**src/rtl/assert_macros.svh**
```systemverilog
// Assertion macros used by the top-level RTL file.
// Both take the clock and reset of the module that uses them.
`ifndef ASSERT_MACROS_SVH
`define ASSERT_MACROS_SVH

`ifndef NO_ASSERTIONS

// A condition that must hold at every clock edge outside reset.
`define CHK_ALWAYS(label, cond, msg) \
  label: assert property (@(posedge clk) disable iff (rst) (cond)) else $error(msg);

// A condition that must hold in the cycle after a trigger.
`define CHK_NEXT(label, pre, post, msg) \
  label: assert property (@(posedge clk) disable iff (rst) (pre) |=> (post)) else $error(msg);

`else

`define CHK_ALWAYS(label, cond, msg)
`define CHK_NEXT(label, pre, post, msg)

`endif

`endif

```
**src/rtl/fwtls_pkg.sv**
```systemverilog
package fwtls_pkg;

  // Default parameter values.
  localparam int ADC_BITS_DEF  = 10;
  localparam int TIME_BITS_DEF = 4;

  // Register widths.
  localparam int THR_BITS       = 10;
  localparam int DUR_BITS       = 4;
  localparam int CFG_DATA_BITS  = THR_BITS;
  localparam int CFG_INDEX_BITS = 3;

  // Register indexes.
  localparam logic [CFG_INDEX_BITS-1:0] REG_THR     = 3'd0;
  localparam logic [CFG_INDEX_BITS-1:0] REG_NSG_DAY = 3'd1;
  localparam logic [CFG_INDEX_BITS-1:0] REG_EWG_DAY = 3'd2;
  localparam logic [CFG_INDEX_BITS-1:0] REG_NSG_NGT = 3'd3;
  localparam logic [CFG_INDEX_BITS-1:0] REG_EWG_NGT = 3'd4;
  localparam logic [CFG_INDEX_BITS-1:0] REG_EWL     = 3'd5;
  localparam logic [CFG_INDEX_BITS-1:0] REG_NSL     = 3'd6;
  localparam logic [CFG_INDEX_BITS-1:0] REG_YEL     = 3'd7;

  // Register reset values.
  localparam logic [THR_BITS-1:0] RST_THR     = 10'd512;
  localparam logic [DUR_BITS-1:0] RST_NSG_DAY = 4'd8;
  localparam logic [DUR_BITS-1:0] RST_EWG_DAY = 4'd7;
  localparam logic [DUR_BITS-1:0] RST_NSG_NGT = 4'd7;
  localparam logic [DUR_BITS-1:0] RST_EWG_NGT = 4'd6;
  localparam logic [DUR_BITS-1:0] RST_EWL     = 4'd7;
  localparam logic [DUR_BITS-1:0] RST_NSL     = 4'd8;
  localparam logic [DUR_BITS-1:0] RST_YEL     = 4'd3;

  // Pedestrian countdown lengths in seconds.
  localparam logic [DUR_BITS-1:0] NS_WALK_SECONDS = 4'd9;
  localparam logic [DUR_BITS-1:0] EW_WALK_SECONDS = 4'd8;

  // Light colour codes.
  localparam logic [1:0] COL_OFF    = 2'd0;
  localparam logic [1:0] COL_RED    = 2'd1;
  localparam logic [1:0] COL_GREEN  = 2'd2;
  localparam logic [1:0] COL_YELLOW = 2'd3;

  // Seven-segment patterns, active low.
  localparam logic [7:0] DIGIT_BLANK_DAY = 8'h7F;
  localparam logic [7:0] DIGIT_OFF_NGT   = 8'hFF;

  // Number of request switches carried with each tick.
  localparam int REQ_BITS = 4;

  typedef enum logic [3:0] {
    PH_START,
    PH_NS_WALK,
    PH_NS_GREEN,
    PH_NS_YELLOW,
    PH_EWL_GREEN,
    PH_EWL_YELLOW,
    PH_EW_WALK,
    PH_EW_GREEN,
    PH_EW_YELLOW,
    PH_NSL_GREEN,
    PH_NSL_YELLOW
  } phase_t;

  // Configuration register file.
  typedef struct packed {
    logic [THR_BITS-1:0] night_threshold;
    logic [DUR_BITS-1:0] ns_green_day;
    logic [DUR_BITS-1:0] ew_green_day;
    logic [DUR_BITS-1:0] ns_green_night;
    logic [DUR_BITS-1:0] ew_green_night;
    logic [DUR_BITS-1:0] ew_left_green;
    logic [DUR_BITS-1:0] ns_left_green;
    logic [DUR_BITS-1:0] yellow_seconds;
  } cfg_t;

  // Request switches, first field in the highest bit.
  typedef struct packed {
    logic ew_walk_request;
    logic ew_left_request;
    logic ns_walk_request;
    logic ns_left_request;
  } req_t;

  // Sequencer control state other than the seconds count.
  typedef struct packed {
    phase_t phase;
    logic   half_flag;
    logic   is_night;
  } ctrl_t;

  // One result, first field in the highest bits.
  typedef struct packed {
    logic       buzzer_on;
    logic       second_led;
    logic [7:0] lower_segments;
    logic [7:0] upper_segments;
    logic [1:0] ew_left_colour;
    logic [1:0] ew_colour;
    logic [1:0] ns_left_colour;
    logic [1:0] ns_colour;
  } res_t;

  localparam int RES_BITS = $bits(res_t);

  // Segment pattern for a decimal digit; anything else shows blank.
  function automatic logic [7:0] digit_code(input logic [3:0] d);
    logic [7:0] c;
    case (d)
      4'd0:    c = 8'h40;
      4'd1:    c = 8'h79;
      4'd2:    c = 8'h24;
      4'd3:    c = 8'h30;
      4'd4:    c = 8'h19;
      4'd5:    c = 8'h12;
      4'd6:    c = 8'h02;
      4'd7:    c = 8'h78;
      4'd8:    c = 8'h00;
      4'd9:    c = 8'h10;
      default: c = DIGIT_BLANK_DAY;
    endcase
    return c;
  endfunction

endpackage

```
**src/rtl/fwtls_step.sv**
```systemverilog
module fwtls_step
  import fwtls_pkg::*;
#(
  parameter int ADC_BITS  = ADC_BITS_DEF,
  parameter int TIME_BITS = TIME_BITS_DEF
) (
  input  cfg_t                 cfg,
  input  ctrl_t                ctrl,
  input  logic [TIME_BITS-1:0] seconds_left,
  input  logic [ADC_BITS-1:0]  light_level,
  input  req_t                 req,
  output ctrl_t                ctrl_next,
  output logic [TIME_BITS-1:0] seconds_left_next,
  output res_t                 res
);

  localparam logic [TIME_BITS-1:0] TIME_MAX = '1;
  localparam int CMP_W = (TIME_BITS > DUR_BITS) ? TIME_BITS : DUR_BITS;
  localparam int ADC_W = (ADC_BITS > THR_BITS) ? ADC_BITS : THR_BITS;
  localparam int DIG_W = (TIME_BITS > 4) ? TIME_BITS : 4;

  // A zero duration counts as one second; a long one saturates.
  function automatic logic [TIME_BITS-1:0] load_time(input logic [DUR_BITS-1:0] v);
    logic [CMP_W-1:0] ve;
    logic [TIME_BITS-1:0] t;
    ve = CMP_W'(v);
    if (v == '0) begin
      t = TIME_BITS'(1);
    end else if (ve > CMP_W'(TIME_MAX)) begin
      t = TIME_MAX;
    end else begin
      t = TIME_BITS'(ve);
    end
    return t;
  endfunction

  phase_t               phase_cur;
  logic                 night_cur;
  logic [TIME_BITS-1:0] secs_cur;
  logic                 walk_active;
  logic [DIG_W-1:0]     count;
  logic [7:0]           walk_code;
  logic [7:0]           blank;

  // Phase advance, with skipped optional phases resolved on the same tick.
  always_comb begin
    logic                cyc_night;
    logic                go_cycle;
    logic                go_ew;
    phase_t              ph;
    logic [DUR_BITS-1:0] dur;
    cyc_night = ADC_W'(light_level) > ADC_W'(cfg.night_threshold);
    go_cycle  = 1'b0;
    go_ew     = 1'b0;
    ph        = ctrl.phase;
    dur       = cfg.yellow_seconds;
    night_cur = ctrl.is_night;
    case (ctrl.phase)
      PH_NS_WALK: begin
        ph  = PH_NS_GREEN;
        dur = cfg.ns_green_day;
      end
      PH_NS_GREEN:  ph = PH_NS_YELLOW;
      PH_NS_YELLOW: begin
        if (req.ew_left_request) begin
          ph  = PH_EWL_GREEN;
          dur = cfg.ew_left_green;
        end else begin
          go_ew = 1'b1;
        end
      end
      PH_EWL_GREEN:  ph = PH_EWL_YELLOW;
      PH_EWL_YELLOW: go_ew = 1'b1;
      PH_EW_WALK: begin
        ph  = PH_EW_GREEN;
        dur = cfg.ew_green_day;
      end
      PH_EW_GREEN:  ph = PH_EW_YELLOW;
      PH_EW_YELLOW: begin
        if (req.ns_left_request) begin
          ph  = PH_NSL_GREEN;
          dur = cfg.ns_left_green;
        end else begin
          go_cycle = 1'b1;
        end
      end
      PH_NSL_GREEN: ph = PH_NSL_YELLOW;
      default:      go_cycle = 1'b1;
    endcase
    if (go_ew) begin
      if (!ctrl.is_night && req.ew_walk_request) begin
        ph  = PH_EW_WALK;
        dur = EW_WALK_SECONDS;
      end else begin
        ph  = PH_EW_GREEN;
        dur = ctrl.is_night ? cfg.ew_green_night : cfg.ew_green_day;
      end
    end
    if (go_cycle) begin
      if (!cyc_night && req.ns_walk_request) begin
        ph  = PH_NS_WALK;
        dur = NS_WALK_SECONDS;
      end else begin
        ph  = PH_NS_GREEN;
        dur = cyc_night ? cfg.ns_green_night : cfg.ns_green_day;
      end
    end

    if (!ctrl.half_flag && seconds_left == '0) begin
      phase_cur = ph;
      secs_cur  = load_time(dur);
      if (go_cycle) begin
        night_cur = cyc_night;
      end
    end else begin
      phase_cur = ctrl.phase;
      secs_cur  = seconds_left;
    end
  end

  // Seconds count down at the end of each second; the half flag toggles.
  always_comb begin
    ctrl_next.phase     = phase_cur;
    ctrl_next.is_night  = night_cur;
    ctrl_next.half_flag = !ctrl.half_flag;
    if (ctrl.half_flag && secs_cur != '0) begin
      seconds_left_next = secs_cur - TIME_BITS'(1);
    end else begin
      seconds_left_next = secs_cur;
    end
  end

  // Countdown digit for a pedestrian phase.
  assign walk_active = (phase_cur == PH_NS_WALK) || (phase_cur == PH_EW_WALK);
  assign count       = (secs_cur != '0) ? DIG_W'(secs_cur - TIME_BITS'(1)) : '0;
  assign walk_code   = (count >= DIG_W'(1) && count <= DIG_W'(9)) ?
                       digit_code(count[3:0]) : DIGIT_BLANK_DAY;
  assign blank       = night_cur ? DIGIT_OFF_NGT : DIGIT_BLANK_DAY;

  // Light colours from the current phase.
  always_comb begin
    res.ns_colour      = COL_RED;
    res.ns_left_colour = COL_RED;
    res.ew_colour      = COL_RED;
    res.ew_left_colour = COL_RED;
    case (phase_cur)
      PH_NS_WALK, PH_NS_GREEN: res.ns_colour      = COL_GREEN;
      PH_NS_YELLOW:            res.ns_colour      = COL_YELLOW;
      PH_EWL_GREEN:            res.ew_left_colour = COL_GREEN;
      PH_EWL_YELLOW:           res.ew_left_colour = COL_YELLOW;
      PH_EW_WALK, PH_EW_GREEN: res.ew_colour      = COL_GREEN;
      PH_EW_YELLOW:            res.ew_colour      = COL_YELLOW;
      PH_NSL_GREEN:            res.ns_left_colour = COL_GREEN;
      PH_NSL_YELLOW:           res.ns_left_colour = COL_YELLOW;
      default:                 res.ns_colour      = COL_RED;
    endcase
  end

  // Digits, second LED and buzzer.
  always_comb begin
    if (walk_active) begin
      res.upper_segments = (phase_cur == PH_NS_WALK) ? walk_code : DIGIT_BLANK_DAY;
      res.lower_segments = (phase_cur == PH_NS_WALK) ? DIGIT_BLANK_DAY : walk_code;
      res.second_led     = !ctrl.half_flag;
      res.buzzer_on      = !ctrl.half_flag;
    end else begin
      res.upper_segments = blank;
      res.lower_segments = blank;
      res.second_led     = ctrl.half_flag;
      res.buzzer_on      = 1'b0;
    end
  end

endmodule

```
**src/rtl/four_way_traffic_light_sequencer_top.sv**
```systemverilog
// Channel   Direction  Width                 Contents
// s_axis    in         ceil((ADC_BITS+4)/8)*8 one half-second tick with sensor code and switches
// m_axis    out        32                    light colours, both digits, LED and buzzer
// cfg       in         10                    register writes, index 0 to 7
//
// One request is taken every clock cycle unless the output is stalled; its
// result appears in the output register on the next cycle. The whole phase
// step is one pass of logic between the state registers and the output register.
// Reset is synchronous and puts the sequencer at the start of a new cycle.
// A stalled output holds its result and blocks new requests until taken.
`include "assert_macros.svh"

module four_way_traffic_light_sequencer_top
  import fwtls_pkg::*;
#(
  parameter int ADC_BITS  = ADC_BITS_DEF,
  parameter int TIME_BITS = TIME_BITS_DEF,
  localparam int IN_TDATA_BITS  = ((ADC_BITS + REQ_BITS + 7) / 8) * 8,
  localparam int OUT_TDATA_BITS = ((RES_BITS + 7) / 8) * 8
) (
  input  logic                      clk,
  input  logic                      rst,
  input  logic                      s_axis_tvalid,
  output logic                      s_axis_tready,
  // light_level, ns_left_request, ns_walk_request, ew_left_request,
  // ew_walk_request, zero fill
  input  logic [IN_TDATA_BITS-1:0]  s_axis_tdata,
  output logic                      m_axis_tvalid,
  input  logic                      m_axis_tready,
  // ns_colour, ns_left_colour, ew_colour, ew_left_colour, upper_segments,
  // lower_segments, second_led, buzzer_on, zero fill
  output logic [OUT_TDATA_BITS-1:0] m_axis_tdata,
  input  logic                      cfg_we,
  input  logic [CFG_INDEX_BITS-1:0] cfg_index,
  input  logic [CFG_DATA_BITS-1:0]  cfg_data
);

  cfg_t                 cfg;
  ctrl_t                ctrl;
  ctrl_t                ctrl_next;
  logic [TIME_BITS-1:0] seconds_left;
  logic [TIME_BITS-1:0] seconds_left_next;
  logic [ADC_BITS-1:0]  light_level;
  req_t                 req;
  res_t                 res;
  logic                 accept;
  logic                 secs_running;
  logic                 walk_phase;
  logic                 out_stalled;

  assign light_level   = s_axis_tdata[ADC_BITS-1:0];
  assign req           = s_axis_tdata[ADC_BITS +: REQ_BITS];
  assign s_axis_tready = !m_axis_tvalid || m_axis_tready;
  assign accept        = s_axis_tvalid && s_axis_tready;

  // Configuration registers.
  always_ff @(posedge clk) begin
    if (rst) begin
      cfg.night_threshold <= RST_THR;
      cfg.ns_green_day    <= RST_NSG_DAY;
      cfg.ew_green_day    <= RST_EWG_DAY;
      cfg.ns_green_night  <= RST_NSG_NGT;
      cfg.ew_green_night  <= RST_EWG_NGT;
      cfg.ew_left_green   <= RST_EWL;
      cfg.ns_left_green   <= RST_NSL;
      cfg.yellow_seconds  <= RST_YEL;
    end else if (cfg_we) begin
      case (cfg_index)
        REG_THR:     cfg.night_threshold <= cfg_data;
        REG_NSG_DAY: cfg.ns_green_day    <= cfg_data[DUR_BITS-1:0];
        REG_EWG_DAY: cfg.ew_green_day    <= cfg_data[DUR_BITS-1:0];
        REG_NSG_NGT: cfg.ns_green_night  <= cfg_data[DUR_BITS-1:0];
        REG_EWG_NGT: cfg.ew_green_night  <= cfg_data[DUR_BITS-1:0];
        REG_EWL:     cfg.ew_left_green   <= cfg_data[DUR_BITS-1:0];
        REG_NSL:     cfg.ns_left_green   <= cfg_data[DUR_BITS-1:0];
        REG_YEL:     cfg.yellow_seconds  <= cfg_data[DUR_BITS-1:0];
        default:     cfg.yellow_seconds  <= cfg.yellow_seconds;
      endcase
    end
  end

  // Phase step for one tick.
  fwtls_step #(
    .ADC_BITS  (ADC_BITS),
    .TIME_BITS (TIME_BITS)
  ) u_step (
    .cfg               (cfg),
    .ctrl              (ctrl),
    .seconds_left      (seconds_left),
    .light_level       (light_level),
    .req               (req),
    .ctrl_next         (ctrl_next),
    .seconds_left_next (seconds_left_next),
    .res               (res)
  );

  // Sequencer state moves on with each accepted request.
  always_ff @(posedge clk) begin
    if (rst) begin
      ctrl.phase     <= PH_START;
      ctrl.half_flag <= 1'b0;
      ctrl.is_night  <= 1'b0;
      seconds_left   <= '0;
    end else if (accept) begin
      ctrl         <= ctrl_next;
      seconds_left <= seconds_left_next;
    end
  end

  // Output register.
  always_ff @(posedge clk) begin
    if (rst) begin
      m_axis_tvalid <= 1'b0;
    end else if (accept) begin
      m_axis_tvalid <= 1'b1;
    end else if (m_axis_tready) begin
      m_axis_tvalid <= 1'b0;
    end
  end

  always_ff @(posedge clk) begin
    if (accept) begin
      m_axis_tdata <= OUT_TDATA_BITS'(res);
    end
  end

  // Conditions watched by the checks below.
  assign secs_running = (seconds_left != '0) && (ctrl.phase != PH_START);
  assign walk_phase   = (ctrl.phase == PH_NS_WALK) || (ctrl.phase == PH_EW_WALK);
  assign out_stalled  = m_axis_tvalid && !m_axis_tready;

  `CHK_NEXT(a_half_toggles, accept, ctrl.half_flag != $past(ctrl.half_flag), "half flag stuck")
  `CHK_NEXT(a_result_follows, accept, m_axis_tvalid, "accepted request gave no result")
  `CHK_ALWAYS(a_half_timed, !ctrl.half_flag || secs_running, "second half with no time left")
  `CHK_ALWAYS(a_walk_day_only, !walk_phase || !ctrl.is_night, "countdown at night")
  `CHK_ALWAYS(a_stall_blocks_input, !out_stalled || !s_axis_tready, "input open while stalled")

endmodule
```
**config.mk**
```make
export PLATFORM = sky130hd
export DESIGN_NAME = four_way_traffic_light_sequencer_top
export DESIGN_NICKNAME = d
export VERILOG_FILES = /design/src/rtl/fwtls_pkg.sv /design/src/rtl/fwtls_step.sv /design/src/rtl/four_way_traffic_light_sequencer_top.sv
export VERILOG_INCLUDE_DIRS = /design/src /design/src/rtl
export SDC_FILE = /design/constraint.sdc
export NUM_CORES = 1
export LEC_CHECK = 0
export BUFFER_PORTS_ARGS = -buffer_cell sky130_fd_sc_hd__buf_2
export CAP_MARGIN = 20
export CORE_UTILIZATION = 51
export DETAILED_ROUTE_END_ITERATION = 8
export PLACE_DENSITY_LB_ADDON = 0.08
export SLEW_MARGIN = 0
export SYNTH_ARGS = -nofsm -noshare
export SYNTH_HDL_FRONTEND = slang
export SYNTH_SLANG_ARGS = --single-unit
```
**constraint.sdc**
```tcl
create_clock -name clk -period 4.9 [get_ports clk]
set_input_delay 0.98 -clock clk [delete_from_list [all_inputs] [get_ports clk]]
set_output_delay 0.98 -clock clk [all_outputs]
set_load 0.05 [all_outputs]
```
==> insert_results.sql, run 1 <==
INSERT INTO impl_metrics (metric_group, metric, value, unit) VALUES
('setup_path', 'worst_path_max_delay_cell', 'or4_1', ''),
('power', 'power_density', '519', 'nW/um^2'),
('floorplan', 'die_y', '93.3', 'um'),
('detailed_routing', 'finalWirelength', '9600', 'um'),
('power', 'p_sw_share', '42.0', '%'),
('final_layout', 'flow.area_growth_from_synthesis', '15.9', '%'),
('global_route', 'grt_start_max_net_pins', '50', ''),
('sta', 'hold_violations', '0', ''),
('global_route', 'grt_remaining_overflow', '0', ''),
('logic_synthesis', 'count_of_flip_flops_with_a_built_in_enable_after_synthesis', '25', ''),
('sta', 'drv_slew', '0', ''),
('logic_synthesis', 'ys_seq_elements', '74', ''),
('clock_tree', 'cts_max_level', '3', ''),
('detailed_routing', 'detail_route.drc_violations', '0', ''),
('sta', 'fin_tns_setup', '0', 'ps'),
('final_layout', 'post_route_cells_drive_above_1_share', '20.8', '%'),
('setup_path', 'worst-path-buf-inv', '2', ''),
('floorplan', 'core.rowCount', '32', ''),
('detailed_routing', 'via_count', '3754', ''),
('clock_tree', 'clock_tree.buffer_depth', '2', ''),
('setup_path', 'critPathMostFrequentCell', 'ha_1', ''),
('global_route', 'groute.usage.overall', '23.7', '%'),
('clock_tree', 'clk-insertion-delay-late', '350', 'ps'),
('logic_synthesis', 'synth_cell_types', '64', ''),
('sta', 'worst_pin_slew', '913', 'ps'),
('floorplan', 'design.portCount', '68', ''),
('setup_path', 'timing.critical_path.from_type', 'input port', ''),
('detailed_routing', 'dr.first_iter.drc_count', '242', ''),
('placed_design', 'globalplace.congestion', '0.910', ''),
('logic_synthesis', 'async_reset_ff_share', '0', '%'),
('clock_tree', 'cts_tree', 'done', ''),
('worst_hold_path', 'min_delay_path_class', 'reg -> reg', ''),
('detailed_routing', 'vias_per_cell', '5.65', ''),
('clock_tree', 'hold_buffers', '0', ''),
('detailed_routing', 'detail_route.first_pass.iterations', '4', ''),
('sta', 'post_route_fraction_of_the_period_consumed_by_the_critical_path', '96.4', '%'),
('logic_synthesis', 'post_synth_instance_area', '4250', 'sq um'),
('sta', 'final_clock_skew', '12.5', 'ps'),
('sta', 'max_freq', '212', 'MHz'),
('power', 'seq_power_share', '29.9', '%'),
('logic_synthesis', 'post_synth_inst_count', '492', ''),
('global_route', 'grt_antenna_before_repair', '0', ''),
('logic_synthesis', 'synth_sequential_area_ratio', '40.8', '%'),
('power', 'irDropWorstVdd', '0.201', 'mV'),
('placed_design', 'place.detailed.instances', '648', ''),
('clock_tree', 'clock_tree.root_cell', 'clkbuf_8', ''),
('logic_synthesis', 'post_synth.cell_area_avg', '8.64', 'sq um'),
('logic_synthesis', 'ys_dominant_reg_cell', 'dfxtp_1', ''),
('setup_path', 'crit_path_max_incr_delay', '520', 'ps'),
('setup_path', 'cp-end-kind', 'register', ''),
('final_layout', 'design.final.nets', '607', ''),
('sta', 'slew_headroom', '39.1', '%'),
('floorplan', 'core_area', '7890', 'sq um'),
('power', 'pwr-share-clk', '17.3', '%'),
('setup_path', 'worst_ep_arrival_time', '4800', 'ps'),
('power', 'pwr-share-comb', '52.8', '%'),
('global_route', 'grt_pass1_wl', '16200', 'um'),
('logic_synthesis', 'yosysWarningCount', '0', ''),
('global_route', 'first_global_vias', '3526', ''),
('detailed_routing', 'detail-route-antenna-nets', '0', ''),
('floorplan', 'floorplan.die_area', '8700', 'sq um'),
('final_layout', 'post_layout_cell_count', '665', ''),
('setup_path', 'top_delay_family_on_crit_path', 'simple AND/OR/NAND/NOR gates', ''),
('floorplan', 'die_w', '93.3', 'um'),
('placed_design', 'placement.io_buffers', '59', ''),
('setup_path', 'worstPathMaxFanout', '5', ''),
('run_status', 'run_status', 'completed', ''),
('sta', 'report.final.setup_viol', '0', ''),
('power', 'cellInternalPower', '0.00148', 'W'),
('clock_tree', 'cts.reportedPaths.clkPinSlew', '80', 'ps'),
('power', 'leakage_power', '1.86', 'nW');
[synth_stat cells (all sizes together), types with 2 or more instances]
cell	instances	share of area, %
mux2i	13	3.1
nand2	57	5.0
nand4	4	0.59
or2	4	0.59
a211oi	4	0.71
dfxtp	49	23
or4	2	0.35
o21ai	23	2.7
and4	2	0.41
a31oi	2	0.29
clkbuf	20	1.8
a211o	16	3.3
nand3b	2	0.35
a311o	3	0.71
and2	2	0.35
a32oi	3	0.62
nor3	9	1.1
a21oi	42	5.0
nor3b	6	1.1
nor4b	3	0.91
xnor2	4	0.82
and3	2	0.29
buf	9	1.5
or3	3	0.44
o211ai	15	2.8
a21o	4	0.71
inv	29	2.6
o22ai	2	0.29
a311oi	3	0.62
ha	15	4.4
mux2	7	1.9
nand4b	3	0.62
nor2b	11	1.6
nor2	56	4.9
edfxtp	25	18
nand2b	10	1.5
nand3	7	0.82
o2111ai	3	0.62
[area by class of cell]
cell class / count / area [sq um]
Sequential cell: 74 / 1730
Tap cell: 102 / 128
Inverter: 30 / 114
Clock buffer: 10 / 149
Fill cell: 721 / 2960
Timing Repair Buffer: 79 / 443
Clock inverter: 6 / 40.0
Multi-Input combinational cell: 364 / 2320
[worst paths after layout]
kind,slack [ps],endpoint,cells past startpoint,start
worst min register to register,460,cfg[34],2,cfg[34]
worst max register to register,540,m_axis_tdata[22],17,cfg[34]
worst min-delay path,460,cfg[34],2,cfg[34]
worst max-delay path,170,m_axis_tdata[22],17,s_axis_tdata[8]
[logic make-up (layout without fill, tap and decap cells)]
logic type	after synthesis	count (layout)	synth area share [%]
compound gates	133	133	21.5
xor+xnor	4	4	0.824
fa+ha+maj	15	15	4.42
buf+inv	59	125	5.92
flops	74	74	40.8
mux	20	20	4.92
other cells	1	6	0.0883
simple gates	186	186	21.6
[placed cells by master, fill, tap and decap left out, types with 4 or more instances in the layout]
cell / synthesis / routed
a211o_1: 16 / 16
a211oi_1: 4 / 4
a21o_1: 4 / 4
a21oi_1: 41 / 39
buf_2: 2 / 59
buf_4: 7 / 19
clkbuf_8: 0 / 9
clkinv_2: 1 / 4
conb_1: 1 / 6
dfxtp_1: 49 / 49
edfxtp_1: 25 / 25
ha_1: 15 / 13
inv_1: 27 / 26
mux2_2: 4 / 4
mux2i_1: 13 / 13
nand2_1: 57 / 57
nand2b_1: 10 / 10
nand3_1: 7 / 7
nand4_1: 4 / 4
nor2_1: 56 / 56
nor2b_1: 11 / 11
nor3_1: 9 / 9
nor3b_1: 6 / 6
o211ai_1: 14 / 14
o21ai_0: 15 / 15
o21ai_1: 8 / 8
xnor2_1: 4 / 4
[metrics by stage]
stage          total power (W)  setup slack, ps  cell area, sq um  util, %
6_report               0.00256              174              4930     62.5
3_5_place_dp           0.00209             -191              4710     59.8
5_1_grt                0.00273             7.73              4930     62.5
2_1_floorplan          0.00174             24.2              4290        -
3_3_place_gp           0.00205             -144              4710     59.8
4_1_cts                0.00253              152              4900     62.2
[timing repair]
action / 4_1_cts / 5_1_grt
gates resized for setup: 0 / 3
endpoints found under the setup margin: 0 / 10
buffers inserted: 0 / 0
[worst min-delay path, cell delays in order (launching register included)]
cell and delay, ps:
dfxtp_1 310, nand2_1 50, a21oi_1 50
[registers in the layout, summed over array words and instances (netlist names)]
register	cells
m_axis_tvalid	1
cfg	38
ctrl	6
seconds_left	4
m_axis_tdata	25
[routing by layer]
metal	part of all wire, %	global-route usage (%)	vias up	routed length [um]
met5	0	0	-	0
met4	1.8	10.9	0	177
met3	4.4	3.25	14	426
met2	49	40.0	111	4720
met1	45	30.1	1734	4270
li1	-	-	1895	-
[power groups by stage]
stage	Sequential [W]	Combinational, W	Clock (W)
2_1_floorplan	0.000920	0.000822	0
6_report	0.000764	0.00135	0.000443
3_3_place_gp	0.000776	0.00128	0
4_1_cts	0.000765	0.00132	0.000450
5_1_grt	0.000774	0.00148	0.000479
3_5_place_dp	0.000779	0.00131	0
(Power assumes the default switching activity.)
==> inputs of run 2 (changes only) <==
--- a/config.mk
+++ b/config.mk
@@ -10,6 +10,7 @@
 export CAP_MARGIN = 20
 export CORE_UTILIZATION = 51
 export DETAILED_ROUTE_END_ITERATION = 8
+export MAX_ROUTING_LAYER = met4
 export PLACE_DENSITY_LB_ADDON = 0.08
 export SLEW_MARGIN = 0
 export SYNTH_ARGS = -nofsm -noshare
==> insert_results.sql, run 2 (synthesized netlist as in run 1, its figures left out) <==
INSERT INTO impl_metrics (metric_group, metric, value, unit) VALUES
('floorplan', 'initial_utilization', '53.9', '%'),
('final_layout', 'flow.area_growth_from_synthesis', '16.4', '%'),
('placed_design', 'placement.io_buffers', '59', ''),
('final_layout', 'design.final.nets', '608', ''),
('final_layout', 'post_layout_cell_count', '666', ''),
('detailed_routing', 'detail-route-antenna-nets', '0', ''),
('global_route', 'grt_start_max_net_pins', '50', ''),
('placed_design', 'dp_slack', '-238', 'ps'),
('clock_tree', 'cts_max_level', '3', ''),
('final_layout', 'layout.cells.most_common', 'buf_2', ''),
('floorplan', 'core_area', '7890', 'sq um'),
('power', 'cellInternalPower', '0.00153', 'W'),
('power', 'net-switching-power', '0.00107', 'W'),
('floorplan', 'core.rowCount', '32', ''),
('setup_path', 'r2r_end', 'm_axis_tdata[19]', ''),
('sta', 'post_route_fraction_of_the_period_consumed_by_the_critical_path', '96.4', '%'),
('setup_path', 'timing.critical_path.from_type', 'input port', ''),
('setup_path', 'worst-endpoint-required', '4970', 'ps'),
('final_layout', 'biggestRegsByFlops', 'cfg (38), m_axis_tdata (25), ctrl (6)', ''),
('sta', 'max_freq', '212', 'MHz'),
('final_layout', 'post_route_cells_drive_above_1_share', '20.9', '%'),
('run_status', 'run_status', 'completed', ''),
('global_route', 'groute.usage.overall', '24.2', '%'),
('detailed_routing', 'finalWirelength', '9670', 'um'),
('final_layout', 'most_frequent_cells_in_the_layout', 'buf_2 (59), nand2_1 (57), nor2_1 (56), dfxtp_1 (49), a21oi_1 (39)', ''),
('power', 'irDropWorstVdd', '0.224', 'mV'),
('clock_tree', 'clock_tree.root_cell', 'clkbuf_8', ''),
('clock_tree', 'cts_tree', 'done', ''),
('power', 'seq_power_share', '29.5', '%'),
('power', 'p_sw_share', '41.2', '%'),
('global_route', 'first_global_vias', '3513', ''),
('floorplan', 'floorplan.die_area', '8700', 'sq um'),
('floorplan', 'die_y', '93.3', 'um'),
('final_layout', 'largest-register', 'cfg', ''),
('job', 'maxCapViolations', '0', ''),
('floorplan', 'die_w', '93.3', 'um'),
('detailed_routing', 'detail_route.first_pass.iterations', '4', ''),
('setup_path', 'worstPathMaxFanout', '4', ''),
('sta', 'drv_slew', '0', ''),
('clock_tree', 'clock_tree.buffer_depth', '2', ''),
('global_route', 'grt_antenna_before_repair', '0', ''),
('sta', 'report.final.setup_viol', '0', ''),
('power', 'pwr-share-clk', '16.7', '%'),
('detailed_routing', 'detail_route.drc_violations', '0', ''),
('sta', 'slew_headroom', '39.0', '%'),
('sta', 'hold_violations', '0', ''),
('clock_tree', 'numCtsBuffers', '9', ''),
('global_route', 'grt_remaining_overflow', '0', ''),
('clock_tree', 'clock_sinks', '74', ''),
('detailed_routing', 'routedWlPerCell', '14.5', 'um'),
('setup_path', 'worst_ep_arrival_time', '4790', 'ps'),
('detailed_routing', 'vias_per_cell', '5.67', ''),
('setup_path', 'timing.critical_path.from', 's_axis_tdata[7]', ''),
('setup_path', 'cp-end-kind', 'register', ''),
('sta', 'final_clock_skew', '10.8', 'ps'),
('final_layout', 'largest_register_ffs', '38', ''),
('power', 'pwr-share-comb', '53.9', '%'),
('global_route', 'grt_pass1_wl', '16100', 'um'),
('setup_path', 'crit_path_end', 'm_axis_tdata[19]', ''),
('detailed_routing', 'dr.first_iter.drc_count', '137', ''),
('clock_tree', 'cts.reportedPaths.clkPinSlew', '70', 'ps'),
('power', 'leakage_power', '1.87', 'nW'),
('worst_hold_path', 'min_delay_path_class', 'reg -> reg', ''),
('detailed_routing', 'via_count', '3775', ''),
('power', 'power_density', '525', 'nW/um^2'),
('placed_design', 'globalplace.congestion', '0.914', ''),
('sta', 'whs', '456', 'ps'),
('floorplan', 'design.portCount', '68', ''),
('setup_path', 'register_to_register_path_setup_slack', '550', 'ps'),
('placed_design', 'detailedPlacementHpwl', '7010', 'um'),
('clock_tree', 'clk-insertion-delay-late', '350', 'ps'),
('setup_path', 'critical_path_class', 'in -> reg', ''),
('sta', 'period_minus_slack', '4720', 'ps'),
('setup_path', 'r2r_cells', '18', ''),
('sta', 'fin_tns_setup', '0', 'ps'),
('sta', 'worst_pin_slew', '916', 'ps'),
('setup_path', 'crit-reg2reg-launch', 'cfg[35]', ''),
('sta', 'setup_ws', '178', 'ps'),
('placed_design', 'place.detailed.instances', '648', ''),
('final_layout', 'total_inserted_antenna_cells', '0', '');
## run 2: power groups by stage
stage | Sequential (W) | Combinational [W] | Clock, W
floorplan | 0.000920 | 0.000822 | 0
global placement | 0.000776 | 0.00128 | 0
detailed placement | 0.000778 | 0.00131 | 0
CTS | 0.000765 | 0.00131 | 0.000442
global route | 0.000773 | 0.00153 | 0.000467
finish | 0.000765 | 0.00140 | 0.000433
## run 2: per-stage QoR
step | area [sq um] | util [%] | total power [W]
finish | 4950 | 62.7 | 0.00260
CTS | 4900 | 62.1 | 0.00252
global route | 4950 | 62.7 | 0.00277
detailed placement | 4710 | 59.8 | 0.00209
global placement | 4710 | 59.8 | 0.00206
floorplan | 4290 | - | 0.00174
## run 2: worst max-delay path, stage by stage
cell       delay (ps)
buf_2             100
ha_1              330
a21oi_2           160
o21ai_1           110
or4b_4            500
and3_1            200
o32a_1            370
or4_1             520
a21o_1            190
and2_4            180
ha_2              200
inv_4              90
or2_4             140
o21ai_1            80
ha_1              280
o2bb2ai_1         110
mux2i_1           100
nand2b_1          160
## run 2: per-layer routing
| layer | track usage [%] | vias up | wire (um) |
|---|---|---|---|
| li1 | - | 1902 | - |
| met1 | 28.7 | 1758 | 4270 |
| met2 | 41.3 | 96 | 4730 |
| met3 | 3.50 | 19 | 487 |
| met4 | 9.74 | 0 | 191 |
| met5 | - | - | 0 |
## run 2: cell type report
class                      count  area [sq um]
sequential                    74          1730
timing repair buffer          80           453
fill                         724          2940
clock inverter                 2          10.0
clock buffer                  14           173
tap                          102           128
inverter                      30           116
multi-input combinational    364          2340
## run 2: how the worst min path moves through the flow
| stage | start | end | slack (ps) | cells after the start |
|---|---|---|---|---|
| finish | cfg[32] | cfg[32] | 460 | 2 |
| global route | cfg[28] | cfg[28] | 490 | 2 |
| CTS | cfg[32] | cfg[32] | 460 | 2 |
| detailed placement | cfg[32] | cfg[32] | 450 | 2 |
| global placement | cfg[17] | cfg[17] | 440 | 1 |
| floorplan | cfg[17] | cfg[17] | 430 | 1 |
## run 2: what timing repair did
item,in CTS,in global routing
hold buffers,0,0
endpoints found under the setup margin,0,12
buffers inserted,0,1
gates resized for setup,0,6
==> inputs of run 3 (changes only) <==
--- a/config.mk
+++ b/config.mk
@@ -8,11 +8,11 @@
 export LEC_CHECK = 0
 export BUFFER_PORTS_ARGS = -buffer_cell sky130_fd_sc_hd__buf_2
 export CAP_MARGIN = 20
-export CORE_UTILIZATION = 51
+export CORE_UTILIZATION = 53
+export CTS_BUF_LIST = sky130_fd_sc_hd__clkbuf_8
 export DETAILED_ROUTE_END_ITERATION = 8
 export MAX_ROUTING_LAYER = met4
 export PLACE_DENSITY_LB_ADDON = 0.08
-export SLEW_MARGIN = 0
 export SYNTH_ARGS = -nofsm -noshare
 export SYNTH_HDL_FRONTEND = slang
 export SYNTH_SLANG_ARGS = --single-unit
==> insert_results.sql, run 3 (synthesized netlist as in run 1, its figures left out) <==
INSERT INTO impl_metrics (metric_group, metric, value, unit) VALUES
('run_status', 'run_status', 'completed', ''),
('global_route', 'groute.usage.overall', '24.4', '%'),
('floorplan', 'design.portCount', '68', ''),
('power', 'pwr-share-clk', '16.6', '%'),
('setup_path', 'crit-reg2reg-launch', 'cfg[31]', ''),
('clock_tree', 'hold_buffers', '0', ''),
('sta', 'max_freq', '212', 'MHz'),
('sta', 'report.final.setup_viol', '0', ''),
('placed_design', 'detailedPlacementHpwl', '6880', 'um'),
('final_layout', 'post_layout_cell_count', '667', ''),
('detailed_routing', 'finalWirelength', '9460', 'um'),
('sta', 'grt_setup_unrepaired', 'no', ''),
('sta', 'whs', '457', 'ps'),
('setup_path', 'cp-end-kind', 'register', ''),
('global_route', 'grt_pass1_wl', '15700', 'um'),
('setup_path', 'worstPathMaxFanout', '4', ''),
('sta', 'worst_pin_slew', '925', 'ps'),
('floorplan', 'floorplan.die_area', '8380', 'sq um'),
('clock_tree', 'clk-insertion-delay-late', '340', 'ps'),
('job', 'maxCapViolations', '0', ''),
('final_layout', 'layout.cells.most_common', 'buf_2', ''),
('setup_path', 'worst_path_max_delay_cell', 'or4b_4', ''),
('power', 'p_sw_share', '41.4', '%'),
('global_route', 'grt_remaining_overflow', '0', ''),
('power', 'seq_power_share', '29.6', '%'),
('setup_path', 'top_delay_family_on_crit_path', 'simple AND/OR/NAND/NOR gates', ''),
('final_layout', 'multiInputGateArea', '2330', 'sq um'),
('global_route', 'grt_antenna_before_repair', '0', ''),
('final_layout', 'layout.area.seq', '1730', 'sq um'),
('global_route', 'grt_start_max_net_pins', '50', ''),
('power', 'irDropWorstVdd', '0.214', 'mV'),
('sta', 'hold_violations', '0', ''),
('final_layout', 'fillerInstances', '707', ''),
('floorplan', 'core_area', '7730', 'sq um'),
('clock_tree', 'clock_tree.buffer_depth', '2', ''),
('setup_path', 'worst-path-buf-inv', '2', ''),
('clock_tree', 'cts_max_level', '3', ''),
('sta', 'period_minus_slack', '4720', 'ps'),
('setup_path', 'critical_path.cell_chain', 'buf_2, ha_1, a21oi_1, o21ai_1, or4b_4, and3_1, o32a_1, or4_1, a21o_1, and2_4, ha_2, inv_2, or2_1, o21ai_1, ha_1, o2bb2ai_1, mux2i_1, nand2b_1', ''),
('placed_design', 'globalplace.congestion', '0.893', ''),
('power', 'net-switching-power', '0.00107', 'W'),
('clock_tree', 'clock_sinks', '74', ''),
('final_layout', 'flow.area_growth_from_synthesis', '16.4', '%'),
('final_layout', 'total_inserted_antenna_cells', '0', ''),
('sta', 'setup_ws', '181', 'ps'),
('global_route', 'groute.layer.met1.usage', '30.1', '%'),
('global_route', 'top_usage_layer', 'met2', ''),
('final_layout', 'biggestRegsByFlops', 'cfg (38), m_axis_tdata (25), ctrl (6)', ''),
('clock_tree', 'numCtsBuffers', '9', ''),
('power', 'finalPower', '0.00258', 'W'),
('power', 'cellInternalPower', '0.00151', 'W'),
('final_layout', 'post-route-cell-area', '4950', 'sq um'),
('floorplan', 'core.rowCount', '32', ''),
('worst_hold_path', 'whs_path_depth', '2', ''),
('detailed_routing', 'vias_per_cell', '5.63', ''),
('setup_path', 'r2r_end', 'm_axis_tdata[19]', ''),
('detailed_routing', 'detail_route.drc_violations', '0', ''),
('clock_tree', 'cts_tree', 'done', ''),
('placed_design', 'placement.io_buffers', '59', ''),
('setup_path', 'timing.critical_path.from_type', 'input port', ''),
('final_layout', 'most_frequent_cells_in_the_layout', 'buf_2 (59), nand2_1 (57), nor2_1 (56), dfxtp_1 (49), a21oi_1 (39)', ''),
('setup_path', 'register_to_register_path_setup_slack', '560', 'ps'),
('power', 'leakage_power', '1.88', 'nW'),
('worst_hold_path', 'hold_end', 'cfg[36]', ''),
('floorplan', 'die_w', '91.5', 'um'),
('setup_path', 'worst_ep_arrival_time', '4790', 'ps'),
('setup_path', 'worst-endpoint-required', '4970', 'ps'),
('placed_design', 'place.detailed.instances', '650', ''),
('power', 'power_density', '522', 'nW/um^2'),
('placed_design', 'dp_slack', '-176', 'ps'),
('final_layout', 'post_route_cells_drive_above_1_share', '21.4', '%'),
('setup_path', 'r2r_cells', '18', ''),
('global_route', 'global_route.usage.met3', '4.02', '%'),
('detailed_routing', 'detail_route.first_pass.iterations', '6', ''),
('detailed_routing', 'detail-route-antenna-nets', '0', ''),
('clock_tree', 'clock_tree.root_cell', 'clkbuf_8', ''),
('setup_path', 'critical_path_class', 'in -> reg', ''),
('detailed_routing', 'routedWlPerCell', '14.2', 'um'),
('final_layout', 'largest-register', 'cfg', ''),
('global_route', 'first_global_vias', '3356', ''),
('clock_tree', 'post_cts.resized_instances', '0', ''),
('global_route', 'groute.layer.met2.usage', '38.5', '%'),
('worst_hold_path', 'min_delay_path_class', 'reg -> reg', ''),
('detailed_routing', 'dr.first_iter.drc_count', '196', ''),
('worst_hold_path', 'hold_path.startpoint', 'cfg[36]', ''),
('final_layout', 'design.final.nets', '609', ''),
('detailed_routing', 'via_count', '3755', ''),
('setup_path', 'crit_path_max_incr_delay', '530', 'ps'),
('floorplan', 'initial_utilization', '55.0', '%'),
('power', 'pwr-share-comb', '53.8', '%'),
('sta', 'final_clock_skew', '7.12', 'ps'),
('placed_design', 'place_area', '4730', 'sq um'),
('floorplan', 'die_y', '91.5', 'um'),
('sta', 'slew_headroom', '37.8', '%'),
('sta', 'post_route_fraction_of_the_period_consumed_by_the_critical_path', '96.3', '%'),
('final_layout', 'largest_register_ffs', '38', ''),
('sta', 'drv_slew', '0', ''),
('clock_tree', 'post-cts-setup-buffer-count', '0', ''),
('clock_tree', 'cts.reportedPaths.clkPinSlew', '70', 'ps');
[run 3: cell types whose count changed in the layout (fill, tap and decap cells not counted), sizes merged]
cell	change
buf	+1
clkbuf	-2
inv	+2
[run 3: power groups by stage]
stage,Combinational [W],Sequential (W),Clock (W)
finish,0.00139,0.000764,0.000428
global route,0.00153,0.000771,0.000466
CTS,0.00133,0.000764,0.000438
detailed placement,0.00132,0.000777,0
global placement,0.00129,0.000776,0
floorplan,0.000822,0.000920,0
[run 3: worst min-delay path, cell delays in order, from the launching register on]
cell and delay [ps]:
dfxtp_1 310, nand2_1 50, a21oi_1 50
[run 3: metal layers]
layer	part of all wire, %	vias up
li1	-	1913
met1	45	1705
met2	48	117
met3	4.4	20
met4	2.8	0
met5	0	-
[run 3: worst max-delay path by stage]
stage                                   to  slack, ps             from  depth (start not counted)
after global placement    m_axis_tdata[11]       -140  s_axis_tdata[7]                         18
after detailed placement  m_axis_tdata[21]       -180  s_axis_tdata[7]                         17
after CTS                 m_axis_tdata[21]        180  s_axis_tdata[7]                         17
after global routing      m_axis_tdata[21]         20  s_axis_tdata[8]                         17
final                     m_axis_tdata[19]        180  s_axis_tdata[3]                         18
after floorplan           m_axis_tdata[11]         20  s_axis_tdata[8]                         18
[run 3: through the flow]
stage | setup TNS, ps | util (%)
global route | 0 | 64.0
finish | 0 | 64.0
global placement | -1300 | 61.2
floorplan | 0 | -
detailed placement | -1620 | 61.2
CTS | 0 | 63.6
[run 3: area by class of cell]
type	count	share of cell area (%)
clock buffers	12	3.34
repair buffers	81	9.26
well taps	102	2.58
clock inverters	4	0.354
inverters	30	2.30
flip-flops and latches	74	35.0
multi-input cells	364	47.2
